$ cat src/sps_pkg.sv
// ---------------------------------------------------------------------------
// Stepped pulse sequencer package
// Widths, register indexes, phase codes and shared types.
// ---------------------------------------------------------------------------
package sps_pkg;

	localparam int unsigned NUM_STEPS  = 8;
	localparam int unsigned NUM_CYCLES = 1;

	localparam int unsigned TICK_W     = 24;
	localparam int unsigned LEVEL_W    = 16;
	localparam int unsigned DELTA_W    = 15;
	localparam int unsigned COUNT_W    = 8;
	localparam int unsigned PHASE_W    = 2;
	localparam int unsigned CFG_DATA_W = 24;
	localparam int unsigned CFG_IDX_W  = 3;
	localparam int unsigned DROP_W     = COUNT_W + DELTA_W;
	localparam int unsigned DIFF_W     = DROP_W + 2;

	localparam logic [COUNT_W-1:0] STEP_LIMIT  = COUNT_W'(NUM_STEPS);
	localparam logic [COUNT_W-1:0] CYCLE_LIMIT = COUNT_W'(NUM_CYCLES);

	localparam logic [PHASE_W-1:0] PHASE_IDLE = 2'd0;
	localparam logic [PHASE_W-1:0] PHASE_PRE  = 2'd1;
	localparam logic [PHASE_W-1:0] PHASE_STEP = 2'd2;
	localparam logic [PHASE_W-1:0] PHASE_REST = 2'd3;

	localparam logic [CFG_IDX_W-1:0] REG_PERIOD     = 3'd0;
	localparam logic [CFG_IDX_W-1:0] REG_DELAY      = 3'd1;
	localparam logic [CFG_IDX_W-1:0] REG_WINDOW_END = 3'd2;
	localparam logic [CFG_IDX_W-1:0] REG_DEPOL      = 3'd3;
	localparam logic [CFG_IDX_W-1:0] REG_OFFSET     = 3'd4;
	localparam logic [CFG_IDX_W-1:0] REG_STEP_BASE  = 3'd5;
	localparam logic [CFG_IDX_W-1:0] REG_STEP_DELTA = 3'd6;
	localparam logic [CFG_IDX_W-1:0] REG_MAX_AMP    = 3'd7;

	localparam logic signed [DIFF_W-1:0]  DIFF_MIN  = -DIFF_W'(32768);
	localparam logic signed [DIFF_W-1:0]  DIFF_MAX  = DIFF_W'(32767);
	localparam logic signed [LEVEL_W-1:0] LEVEL_MIN = 16'sh8000;
	localparam logic signed [LEVEL_W-1:0] LEVEL_MAX = 16'sh7FFF;

	typedef struct packed {
		logic        [TICK_W-1:0]  period_ticks;
		logic        [TICK_W-1:0]  delay_ticks;
		logic        [TICK_W-1:0]  window_end_ticks;
		logic        [TICK_W-1:0]  depol_ticks;
		logic signed [LEVEL_W-1:0] offset_level;
		logic signed [LEVEL_W-1:0] step_base;
		logic        [DELTA_W-1:0] step_delta;
		logic signed [LEVEL_W-1:0] max_amp_level;
	} cfg_t;

	typedef struct packed {
		logic [TICK_W-1:0]  elapsed_ticks;
		logic [TICK_W-1:0]  prepulse_ticks;
		logic [COUNT_W-1:0] step_index;
		logic [COUNT_W-1:0] cycle_count;
	} state_t;

	typedef struct packed {
		logic signed [LEVEL_W-1:0] drive_level;
		logic        [PHASE_W-1:0] phase;
		logic        [COUNT_W-1:0] step_now;
	} result_t;

endpackage

$ cat src/sps_tick_if.sv
// ---------------------------------------------------------------------------
// Stepped pulse sequencer tick channel
// One word per time tick, carrying the restart flag.
// ---------------------------------------------------------------------------
interface sps_tick_if;
	logic valid;
	logic ready;
	logic restart;

	modport source (output valid, output restart, input ready);
	modport sink (input valid, input restart, output ready);
endinterface

$ cat src/sps_result_if.sv
// ---------------------------------------------------------------------------
// Stepped pulse sequencer result channel
// One word per tick: drive level, phase and current step.
// ---------------------------------------------------------------------------
interface sps_result_if;
	logic                                 valid;
	logic                                 ready;
	logic signed [sps_pkg::LEVEL_W-1:0]   drive_level;
	logic        [sps_pkg::PHASE_W-1:0]   phase;
	logic        [sps_pkg::COUNT_W-1:0]   step_now;

	modport source (output valid, output drive_level, output phase, output step_now,
		input ready);
	modport sink (input valid, input drive_level, input phase, input step_now,
		output ready);
endinterface

$ cat src/sps_cfg_if.sv
// ---------------------------------------------------------------------------
// Stepped pulse sequencer configuration channel
// Register write words: register index and write data.
// ---------------------------------------------------------------------------
interface sps_cfg_if;
	logic                               valid;
	logic                               ready;
	logic [sps_pkg::CFG_IDX_W-1:0]      index;
	logic [sps_pkg::CFG_DATA_W-1:0]     data;

	modport source (output valid, output index, output data, input ready);
	modport sink (input valid, input index, input data, output ready);
endinterface

$ cat src/sps_step.sv
// ---------------------------------------------------------------------------
// Stepped pulse sequencer tick step
// Works out one tick's result and the counter values that follow it.
// ---------------------------------------------------------------------------
module sps_step (
	input  sps_pkg::cfg_t    cfg,
	input  sps_pkg::state_t  state,
	input  logic             restart,
	output sps_pkg::state_t  state_nxt,
	output sps_pkg::result_t res
);
	import sps_pkg::*;

	state_t                    cur;
	logic        [DROP_W-1:0]  drop;
	logic signed [DIFF_W-1:0]  diff;
	logic signed [LEVEL_W-1:0] step_level;
	logic                      in_window;

	assign cur       = restart ? '0 : state;
	assign drop      = DROP_W'(cur.step_index) * DROP_W'(cfg.step_delta);
	assign diff      = DIFF_W'(cfg.step_base) - signed'({2'b00, drop});
	assign in_window = (cur.elapsed_ticks >= cfg.delay_ticks)
		&& (cur.elapsed_ticks < cfg.window_end_ticks);

	always_comb begin
		if (diff < DIFF_MIN) begin
			step_level = LEVEL_MIN;
		end else if (diff > DIFF_MAX) begin
			step_level = LEVEL_MAX;
		end else begin
			step_level = diff[LEVEL_W-1:0];
		end
	end

	always_comb begin
		state_nxt       = cur;
		res.drive_level = cfg.offset_level;
		res.phase       = PHASE_IDLE;
		res.step_now    = cur.step_index;
		if (cur.cycle_count < CYCLE_LIMIT) begin
			if (cur.step_index < STEP_LIMIT) begin
				if (in_window) begin
					res.drive_level         = step_level;
					res.phase               = PHASE_STEP;
					state_nxt.elapsed_ticks = cur.elapsed_ticks + 24'd1;
				end else if (cur.prepulse_ticks < cfg.depol_ticks) begin
					res.drive_level          = cfg.max_amp_level;
					res.phase                = PHASE_PRE;
					state_nxt.prepulse_ticks = cur.prepulse_ticks + 24'd1;
				end else begin
					res.phase               = PHASE_REST;
					state_nxt.elapsed_ticks = cur.elapsed_ticks + 24'd1;
				end
				if (state_nxt.elapsed_ticks >= cfg.period_ticks) begin
					state_nxt.step_index     = cur.step_index + 8'd1;
					state_nxt.prepulse_ticks = '0;
					state_nxt.elapsed_ticks  = '0;
				end
			end
			if (state_nxt.step_index == STEP_LIMIT) begin
				state_nxt.cycle_count = cur.cycle_count + 8'd1;
				state_nxt.step_index  = '0;
			end
		end
		if (res.phase == PHASE_IDLE) begin
			res.step_now = state_nxt.step_index;
		end
	end
endmodule

$ cat src/stepped_pulse_sequencer_unit.sv
// An accepted tick word waits in the tick register until the result register is free or read.
// Throughput: one tick word per cycle unless the result channel stalls; the counter update
// for a tick is done in the single stage between the tick register and the result register.
// Reset: arst_n clears the counters, both pipeline valids and loads the
// configuration registers with their documented defaults.
// ---------------------------------------------------------------------------
// Stepped pulse sequencer unit
// Per-tick prepulse, stepped pulse and rest level sequencer.
// ---------------------------------------------------------------------------
module stepped_pulse_sequencer_unit (
	input  logic         clk,
	input  logic         arst_n,
	sps_tick_if.sink     tick,
	sps_result_if.source result,
	sps_cfg_if.sink      cfg
);
	import sps_pkg::*;

	cfg_t    cfg_q;
	state_t  state_q;
	state_t  state_nxt;
	result_t res_nxt;
	result_t res_s2;
	logic    valid_s1;
	logic    restart_s1;
	logic    valid_s2;
	logic    advance;

	assign advance   = valid_s1 && (!valid_s2 || result.ready);
	assign tick.ready = !valid_s1 || advance;
	assign cfg.ready  = 1'b1;

	always_ff @(posedge clk or negedge arst_n) begin
		if (!arst_n) begin
			cfg_q.period_ticks     <= 24'd10000;
			cfg_q.delay_ticks      <= 24'd0;
			cfg_q.window_end_ticks <= 24'd1500;
			cfg_q.depol_ticks      <= 24'd10000;
			cfg_q.offset_level     <= 16'sd0;
			cfg_q.step_base        <= 16'sd0;
			cfg_q.step_delta       <= 15'd30;
			cfg_q.max_amp_level    <= 16'sd15;
		end else if (cfg.valid) begin
			case (cfg.index)
				REG_PERIOD:     cfg_q.period_ticks     <= cfg.data[TICK_W-1:0];
				REG_DELAY:      cfg_q.delay_ticks      <= cfg.data[TICK_W-1:0];
				REG_WINDOW_END: cfg_q.window_end_ticks <= cfg.data[TICK_W-1:0];
				REG_DEPOL:      cfg_q.depol_ticks      <= cfg.data[TICK_W-1:0];
				REG_OFFSET:     cfg_q.offset_level     <= cfg.data[LEVEL_W-1:0];
				REG_STEP_BASE:  cfg_q.step_base        <= cfg.data[LEVEL_W-1:0];
				REG_STEP_DELTA: cfg_q.step_delta       <= cfg.data[DELTA_W-1:0];
				REG_MAX_AMP:    cfg_q.max_amp_level    <= cfg.data[LEVEL_W-1:0];
				default: begin
				end
			endcase
		end
	end

	always_ff @(posedge clk or negedge arst_n) begin
		if (!arst_n) begin
			valid_s1 <= 1'b0;
		end else if (tick.ready) begin
			valid_s1 <= tick.valid;
		end
	end

	always_ff @(posedge clk) begin
		if (tick.ready && tick.valid) begin
			restart_s1 <= tick.restart;
		end
	end

	sps_step u_step (
		.cfg       (cfg_q),
		.state     (state_q),
		.restart   (restart_s1),
		.state_nxt (state_nxt),
		.res       (res_nxt)
	);

	always_ff @(posedge clk or negedge arst_n) begin
		if (!arst_n) begin
			state_q  <= '0;
			valid_s2 <= 1'b0;
		end else begin
			if (advance) begin
				state_q <= state_nxt;
			end
			if (advance) begin
				valid_s2 <= 1'b1;
			end else if (result.ready) begin
				valid_s2 <= 1'b0;
			end
		end
	end

	always_ff @(posedge clk) begin
		if (advance) begin
			res_s2 <= res_nxt;
		end
	end

	assign result.valid       = valid_s2;
	assign result.drive_level = res_s2.drive_level;
	assign result.phase       = res_s2.phase;
	assign result.step_now    = res_s2.step_now;
endmodule

$ cat src/flat_wrapper.sv
// flat-port wrapper written by rule: the top's interface ports become plain ports
module stepped_pulse_sequencer_unit_flat import sps_pkg::*;
  (clk, arst_n, tick_valid, tick_restart, tick_ready, result_valid, result_drive_level, result_phase, result_step_now, result_ready, cfg_valid, cfg_index, cfg_data, cfg_ready);
  sps_tick_if tick_i ();
  sps_result_if result_i ();
  sps_cfg_if cfg_i ();
  input  logic clk;
  input  logic arst_n;
  input wire logic [$bits(tick_i.valid)-1:0] tick_valid;
  input wire logic [$bits(tick_i.restart)-1:0] tick_restart;
  output wire logic [$bits(tick_i.ready)-1:0] tick_ready;
  output wire logic [$bits(result_i.valid)-1:0] result_valid;
  output wire logic [$bits(result_i.drive_level)-1:0] result_drive_level;
  output wire logic [$bits(result_i.phase)-1:0] result_phase;
  output wire logic [$bits(result_i.step_now)-1:0] result_step_now;
  input wire logic [$bits(result_i.ready)-1:0] result_ready;
  input wire logic [$bits(cfg_i.valid)-1:0] cfg_valid;
  input wire logic [$bits(cfg_i.index)-1:0] cfg_index;
  input wire logic [$bits(cfg_i.data)-1:0] cfg_data;
  output wire logic [$bits(cfg_i.ready)-1:0] cfg_ready;
  assign tick_i.valid = tick_valid;
  assign tick_i.restart = tick_restart;
  assign tick_ready = tick_i.ready;
  assign result_valid = result_i.valid;
  assign result_drive_level = result_i.drive_level;
  assign result_phase = result_i.phase;
  assign result_step_now = result_i.step_now;
  assign result_i.ready = result_ready;
  assign cfg_i.valid = cfg_valid;
  assign cfg_i.index = cfg_index;
  assign cfg_i.data = cfg_data;
  assign cfg_ready = cfg_i.ready;
  stepped_pulse_sequencer_unit u_core (.clk(clk), .arst_n(arst_n), .tick(tick_i), .result(result_i), .cfg(cfg_i));
endmodule
$ cat config.mk
export PLATFORM = sky130hd
export DESIGN_NAME = stepped_pulse_sequencer_unit_flat
export DESIGN_NICKNAME = d
export VERILOG_FILES = /design/src/sps_pkg.sv /design/src/sps_tick_if.sv /design/src/sps_result_if.sv /design/src/sps_cfg_if.sv /design/src/sps_step.sv /design/src/stepped_pulse_sequencer_unit.sv /design/src/flat_wrapper.sv
export SDC_FILE = /design/constraint.sdc
export NUM_CORES = 1
export LEC_CHECK = 0
export ABC_AREA = 1
export BUFFER_PORTS_ARGS = -buffer_cell sky130_fd_sc_hd__buf_4
export CAP_MARGIN = 15
export CORE_UTILIZATION = 35
export CTS_CLUSTER_SIZE = 8
export DETAILED_ROUTE_END_ITERATION = 8
export GPL_TIMING_DRIVEN = 1
export HOLD_SLACK_MARGIN = 0.03
export PLACE_DENSITY = 0.59
export SLEW_MARGIN = 10
export SYNTH_ARGS = -nofsm -noshare
export SYNTH_HDL_FRONTEND = slang
export SYNTH_SLANG_ARGS = --single-unit
$ cat constraint.sdc
create_clock -name clk -period 15.8 [get_ports clk]
set_input_delay 0.79 -clock clk [delete_from_list [all_inputs] [get_ports clk]]
set_output_delay 0.79 -clock clk [all_outputs]
set_load 0.01 [all_outputs]
# Yosys cells after proc, flatten, opt, wreduce, memory -nomap -nowiden
# Index checks and enable logic that the tools add are counted.
# Widths: inputs -> output; s select.
[totals]
regBits = 252
input_bits = 33
out_inout_bits = 29
elab_cells = 80
[op_classes]
add_sub_neg = 5
mul = 1
order_cmp = 8
eq_ne = 8
mux = 22
n_reduce_logical = 18
[op_table]
columns = ["operator", "n"]
rows = [
  ["$mux 56", 3],
  ["$mux 24", 6],
  ["$mux 64", 2],
  ["$mux 16", 4],
  ["$mux 18", 3],
  ["$add 24x1->24 const B", 2],
  ["$ge 24x24->1", 2],
  ["$lt 24x24->1", 2],
  ["$gt 25x16->1 const B", 1],
  ["$lt 25x16->1 const B", 1],
  ["$sub 16x24->25", 1],
  ["$mul 8x15->23", 1],
  ["$add 8x1->8 const B", 2],
  ["$reduce_and 2->1", 8],
  ["$eq 3x3->1 const B", 4],
  ["$eq 8x4->1 const B", 1],
  ["$lt 8x1->1 const B", 1],
  ["$lt 8x4->1 const B", 1],
  ["$mux 8", 1],
  ["$eq 3x2->1 const B", 2],
  ["$eq 3x1->1 const B", 1],
  ["$logic_and 1x1->1", 3],
  ["$logic_not 3->1", 1],
  ["$logic_not 1->1", 2],
  ["other kinds (5)", 7],
]

# Depth between registers and ports, before layout
[logic_depth]
word_depth = 14
depth_mapped = 44

# Modules after synthesis
# From an unflattened synthesis, not the netlist that was laid out.
[hier_totals]
hier_cells = 3093
hier_area_um2 = 21226.6
[modules_own_cells]
columns = ["module", "n_inst", "cells_per_inst", "area_per_inst_um2", "seq_area_each_um2"]
rows = [
  ["sps_step", 1, 2063, 11578.6, 0.0],
  ["stepped_pulse_sequencer_unit", 1, 1030, 9648.0, 6472.5],
]

# Least setup slack after synthesis
# Ideal clock, no wire load.
[synth_path]
kind = "register -> register"
start = "register u_core.restart_s1"
end = "register u_core.res_s2, in the netlist u_core.result.drive_level[10] (data pin)"
setup_ns = 0.144
t_arrival_ns = 6.656
required_time_ns = 15.656
slack_ns = 9.000
path_stages_with_launch = 40
path_buffers = 3
synth_period_minus_slack_ns = 6.800
path_cell_list = "edfxtp_1 -> buf_6 -> nor2_1 -> inv_2 -> clkbuf_1 -> nor2_1 -> fa_1 -> fa_1 -> fa_1 -> inv_1 -> fa_1 -> inv_1 -> ha_1 -> a21o_1 -> nor2_1 -> nand2_1 -> a21boi_0 -> o21bai_1 -> (+4 left out) -> nand2_1 -> nand2_1 -> ha_1 -> nand2_1 -> nor2_1 -> nand2_1 -> nor2_1 -> nand2_1 -> nand3_1 -> nand2_1 -> nand2_1 -> nand2_1 -> nor2_1 -> nand3_1 -> a21oi_2 -> nand2_2 -> buf_6 -> o21ai_1"
[synth_rtl]
columns = ["element", "line", "rtl"]
rows = [
  ["start: declaration", "stepped_pulse_sequencer_unit.sv:25", "logic restart_s1;"],
  ["start signal: assignment", "stepped_pulse_sequencer_unit.sv:69", "restart_s1 <= tick.restart;"],
  ["end signal: assignment", "stepped_pulse_sequencer_unit.sv:99", "res_s2 <= res_nxt;"],
  ["end: declaration", "stepped_pulse_sequencer_unit.sv:23", "result_t res_s2;"],
]

==> results.txt <==
- The layout has just under 6000 filler cells.
- Measured against its own limit, the worst slew margin works out to between 20 and 30%.
- Once the floorplan was initialized, standard cells occupied a little over a third of the core.
- Antenna violations before repair: 0
- Area added between synthesis and finish: 11.26%
- Floorplan core area: 0.05671 mm2
* Post-synth EDFFs: 27
* Number of distinct library cell variants in the gate-level netlist after synthesis: 55
- Area used by multi-input combinational logic: 0.01151 mm2
- Row generation in the floorplan step produced 87 rows.
- Data arrival, critical path: 8920 ps
* Cells after synthesis: between 2000 and 3000
* Net count reported at finish: slightly above 3000
- The die is 242.4 um wide.
* Critical setup path kind: flip-flop to flip-flop
- Required @ worst endpoint: around 16000 ps
- Final setup viols: 0
* Routed wirelength normalized by instance count: roughly 16 um
- Maximum level of the CTS H-tree: 2
- Clock edge transition at the registers on the reported setup and hold paths: ~50 ps
- Upper clock frequency limit: roughly 0.12 GHz
- No sink is reached through more buffers than the 3 on the longest clock path.
- The worst setup path is launched from a flip-flop.
* Number of nets still failing antenna checks after routing: 0
- GPL Wtd Cong: slightly below 0.9
- For the final routed database, the setup TNS stands at 0 ps.
- Seq pwr share: 28.3%
- Of the total power, combinational logic draws a little under half.
- The total count of max-transition violations in the final report was 0.
- Chip height: 242.4 um
- Area enclosed by the die boundary: a little under 0.06 mm2
- Count of input and output buffers: 60
* Area after detailed placement: 0.02133 mm2
* Drt initial violations: about 1200
* Count of max-cap constraint violations: 0
- For this run the aggregate overflow at the end of global routing stands at 0.
* Total internal power: between 0.0015 and 0.002 W
* CP Max Fanout: 44
- CTS Hold Buffers Added: 0
- At the pin with the least slew margin, the transition time is 1117 ps.
- Proportion of layout cells with a drive suffix above 1: 7.957%
* Diodes inserted: 0
- The clock reaches the later pin of the worst-skew pair after 580 ps.
* Post-synthesis async set-or-reset flop share: 89.29%
* Switching share of power: 44.49%
- Once detailed placement completed, the half-perimeter wirelength came to 42070 um.
* DRC violation count after routing: 0
- Worst vdd rail ir drop: around 0.000086 V
- Final min period: 8498 ps
- IO Count: just over 60
- The most used flip-flop cell after synthesis is dfrtp_1.
- The cell that appears most often on the critical path is nand2_1.
- Run status: completed
- Detailed Route WL: 56690 um
- Switching power: roughly 0.0014 W
- Clock tree synthesis found a total of about 250 sinks.
- In this run the post-CTS setup repair buffer count came out at 0.
- Cell area after synthesis: between 0.02 and 0.025 mm2
- The worst path uses between 50% and 60% of the clock period.
- Via count of the first global-routing pass: between 15000 and 20000
- Element type at the critical path end: flip-flop
- Root Buffer Master: clkbuf_16
- Cells fill 39.68% of the core in the end.
- TritonCTS built the clock tree.
- Classification of the worst-slack hold path: input port to async pin
* Number of clock buffers inserted by TritonCTS: 38
- Sequential fraction of the synthesis area: 32.00%
- Most common cell after layout, fill and taps aside: nand2_1
- By area the synthesized netlist is led by dfrtp_1 (25%), nand2_1 (13%), ha_1 (10%), inv_1 (8.9%), fa_1 (7.8%).
- Pin count of the biggest net entering global routing: about 110
- A synthesized cell averages 7.345 um2.
- Detailed-route vias per instance: ~4.9
- Clock skew: ~23 ps
- RSZ-0062 raised after global routing: no
- First-pass GRT wire length: a little over 90000 um
- The largest single stage delay on the critical path is 570 ps.
- The analysis attributes to cell leakage a power of roughly 12 nW.
* Proportion of netlist area held by the largest area contributor: about a quarter
* Area of all sequential standard cells: ~0.0065 mm2
- The largest individual stage delay along the critical path comes from the cell buf_4.
- Summed over all instances, the cell type with the most area after synthesis is dfrtp_1.
* Power share of the clock group: about a quarter
- Flip-flop and latch count after synthesis: 252
- Logic depth of the worst register-to-register path: 40
* Most used cells in the layout excluding fill and tap cells: nand2_1 (709), inv_1 (478), nor2_1 (273)
- Post-cts sizing count: 0
- The number of nets handed over by synthesis was 3032.
* Gr usage total: 19.55%
- The first detailed-routing pass ran for 5 iterations.
* Power per standard cell area: approximately 140 mW/mm2
- After routing the design area is about 0.023 mm2.
* Final Hold Fails: 0
- Yosys printed 0 warnings.
- Number of vias in the routed layout: 17366
power by group through the flow:
stage,Clock [W],Sequential [W],Combinational (W)
floorplan,0,0.000887,0.00105
global placement,0,0.000903,0.00146
detailed placement,0,0.000905,0.00147
CTS,0.000812,0.000896,0.00148
global route,0.000841,0.000912,0.00169
finish,0.000794,0.000897,0.00148
final cells by class:
cell class	instances	area share [%]
timing repair buffer	72	2.435
sequential	252	28.76
multi-input combinational	1928	51.16
tap	756	4.203
inverter	493	8.234
clock buffer	66	4.781
clock inverter	4	0.4225
state kept, by name, summed over array words and instances (netlist names):
register,flops
u_core.cfg_q,159
u_core.state_q,64
u_core.result.drive_level,16
u_core.result.step_now,8
u_core.result.phase,2
u_core.restart_s1,1
u_core.result.valid,1
u_core.valid_s1,1
worst max-delay path, delay by kind of cell, from the launching register on:
| kind | cells | cell delay (ps) |
|---|---|---|
| flops | 1 | 320 |
| simple gates | 21 | 2330 |
| buf+inv | 7 | 1520 |
| compound gates | 6 | 1390 |
| fa+ha+maj | 6 | 2720 |
cells by family (layout without fill, tap and decap cells):
group           after synthesis  in the layout  share of synthesized area, %
buf+inv                     574            635                         11.13
fa+ha+maj                   245            245                         18.09
compound gates              436            436                         11.54
other cells                   1              1                       0.01854
flops                       252            252                         32.00
xor+xnor                     52             52                         2.326
simple gates               1194           1194                         24.89
routing by layer:
metal / global-route usage, % / wire, um
met1: 28.04 / 27570
met2: 30.47 / 24970
met3: 2.670 / 2873
met4: 5.659 / 1279
met5: 0 / 0
synthesized netlist by cell type, types with 20 or more instances:
library cell and count:
a21oi_1 122, nand2_1 710, fa_1 79, edfxtp_1 27
nor2_1 273, xor2_1 32, dfrtp_1 200, inv_1 478
ha_1 166, nand3_1 85, nor2_2 22, nand4_1 36
o21ai_0 220, clkbuf_1 51, o21ai_1 34, dfstp_2 25
nor3_1 20
metrics by stage:
stage	total power (W)	hold slack [ps]	cells	setup slack, ps
2_1_floorplan	0.001933	443.6	2754	9000
3_3_place_gp	0.002365	463.4	3501	7542
3_5_place_dp	0.002371	463.2	3501	7360
4_1_cts	0.003187	336.0	3571	7337
5_1_grt	0.003440	333.6	3571	6512
6_report	0.003167	250.5	3571	7302
final timing paths:
| kind | slack [ps] | start | end |
|---|---|---|---|
| worst min-delay path | 250 | arst_n | u_core.cfg_q[79]$_DFFE_PN0P_ |
| worst max-delay path | 7300 | u_core.restart_s1$_DFFE_PP_ | u_core.result.drive_level[3]$_DFFE_PP_ |
| worst max register to register | 7300 | u_core.restart_s1$_DFFE_PP_ | u_core.result.drive_level[3]$_DFFE_PP_ |
| worst min register to register | 470 | u_core.state_q[2]$_DFFE_PN0P_ | u_core.state_q[2]$_DFFE_PN0P_ |
| min in group clk | 410 | tick_restart | u_core.restart_s1$_DFFE_PP_ |
| max in group asynchronous | 14050 | arst_n | u_core.cfg_q[114]$_DFFE_PN0P_ |
(Power assumes the default switching activity.)
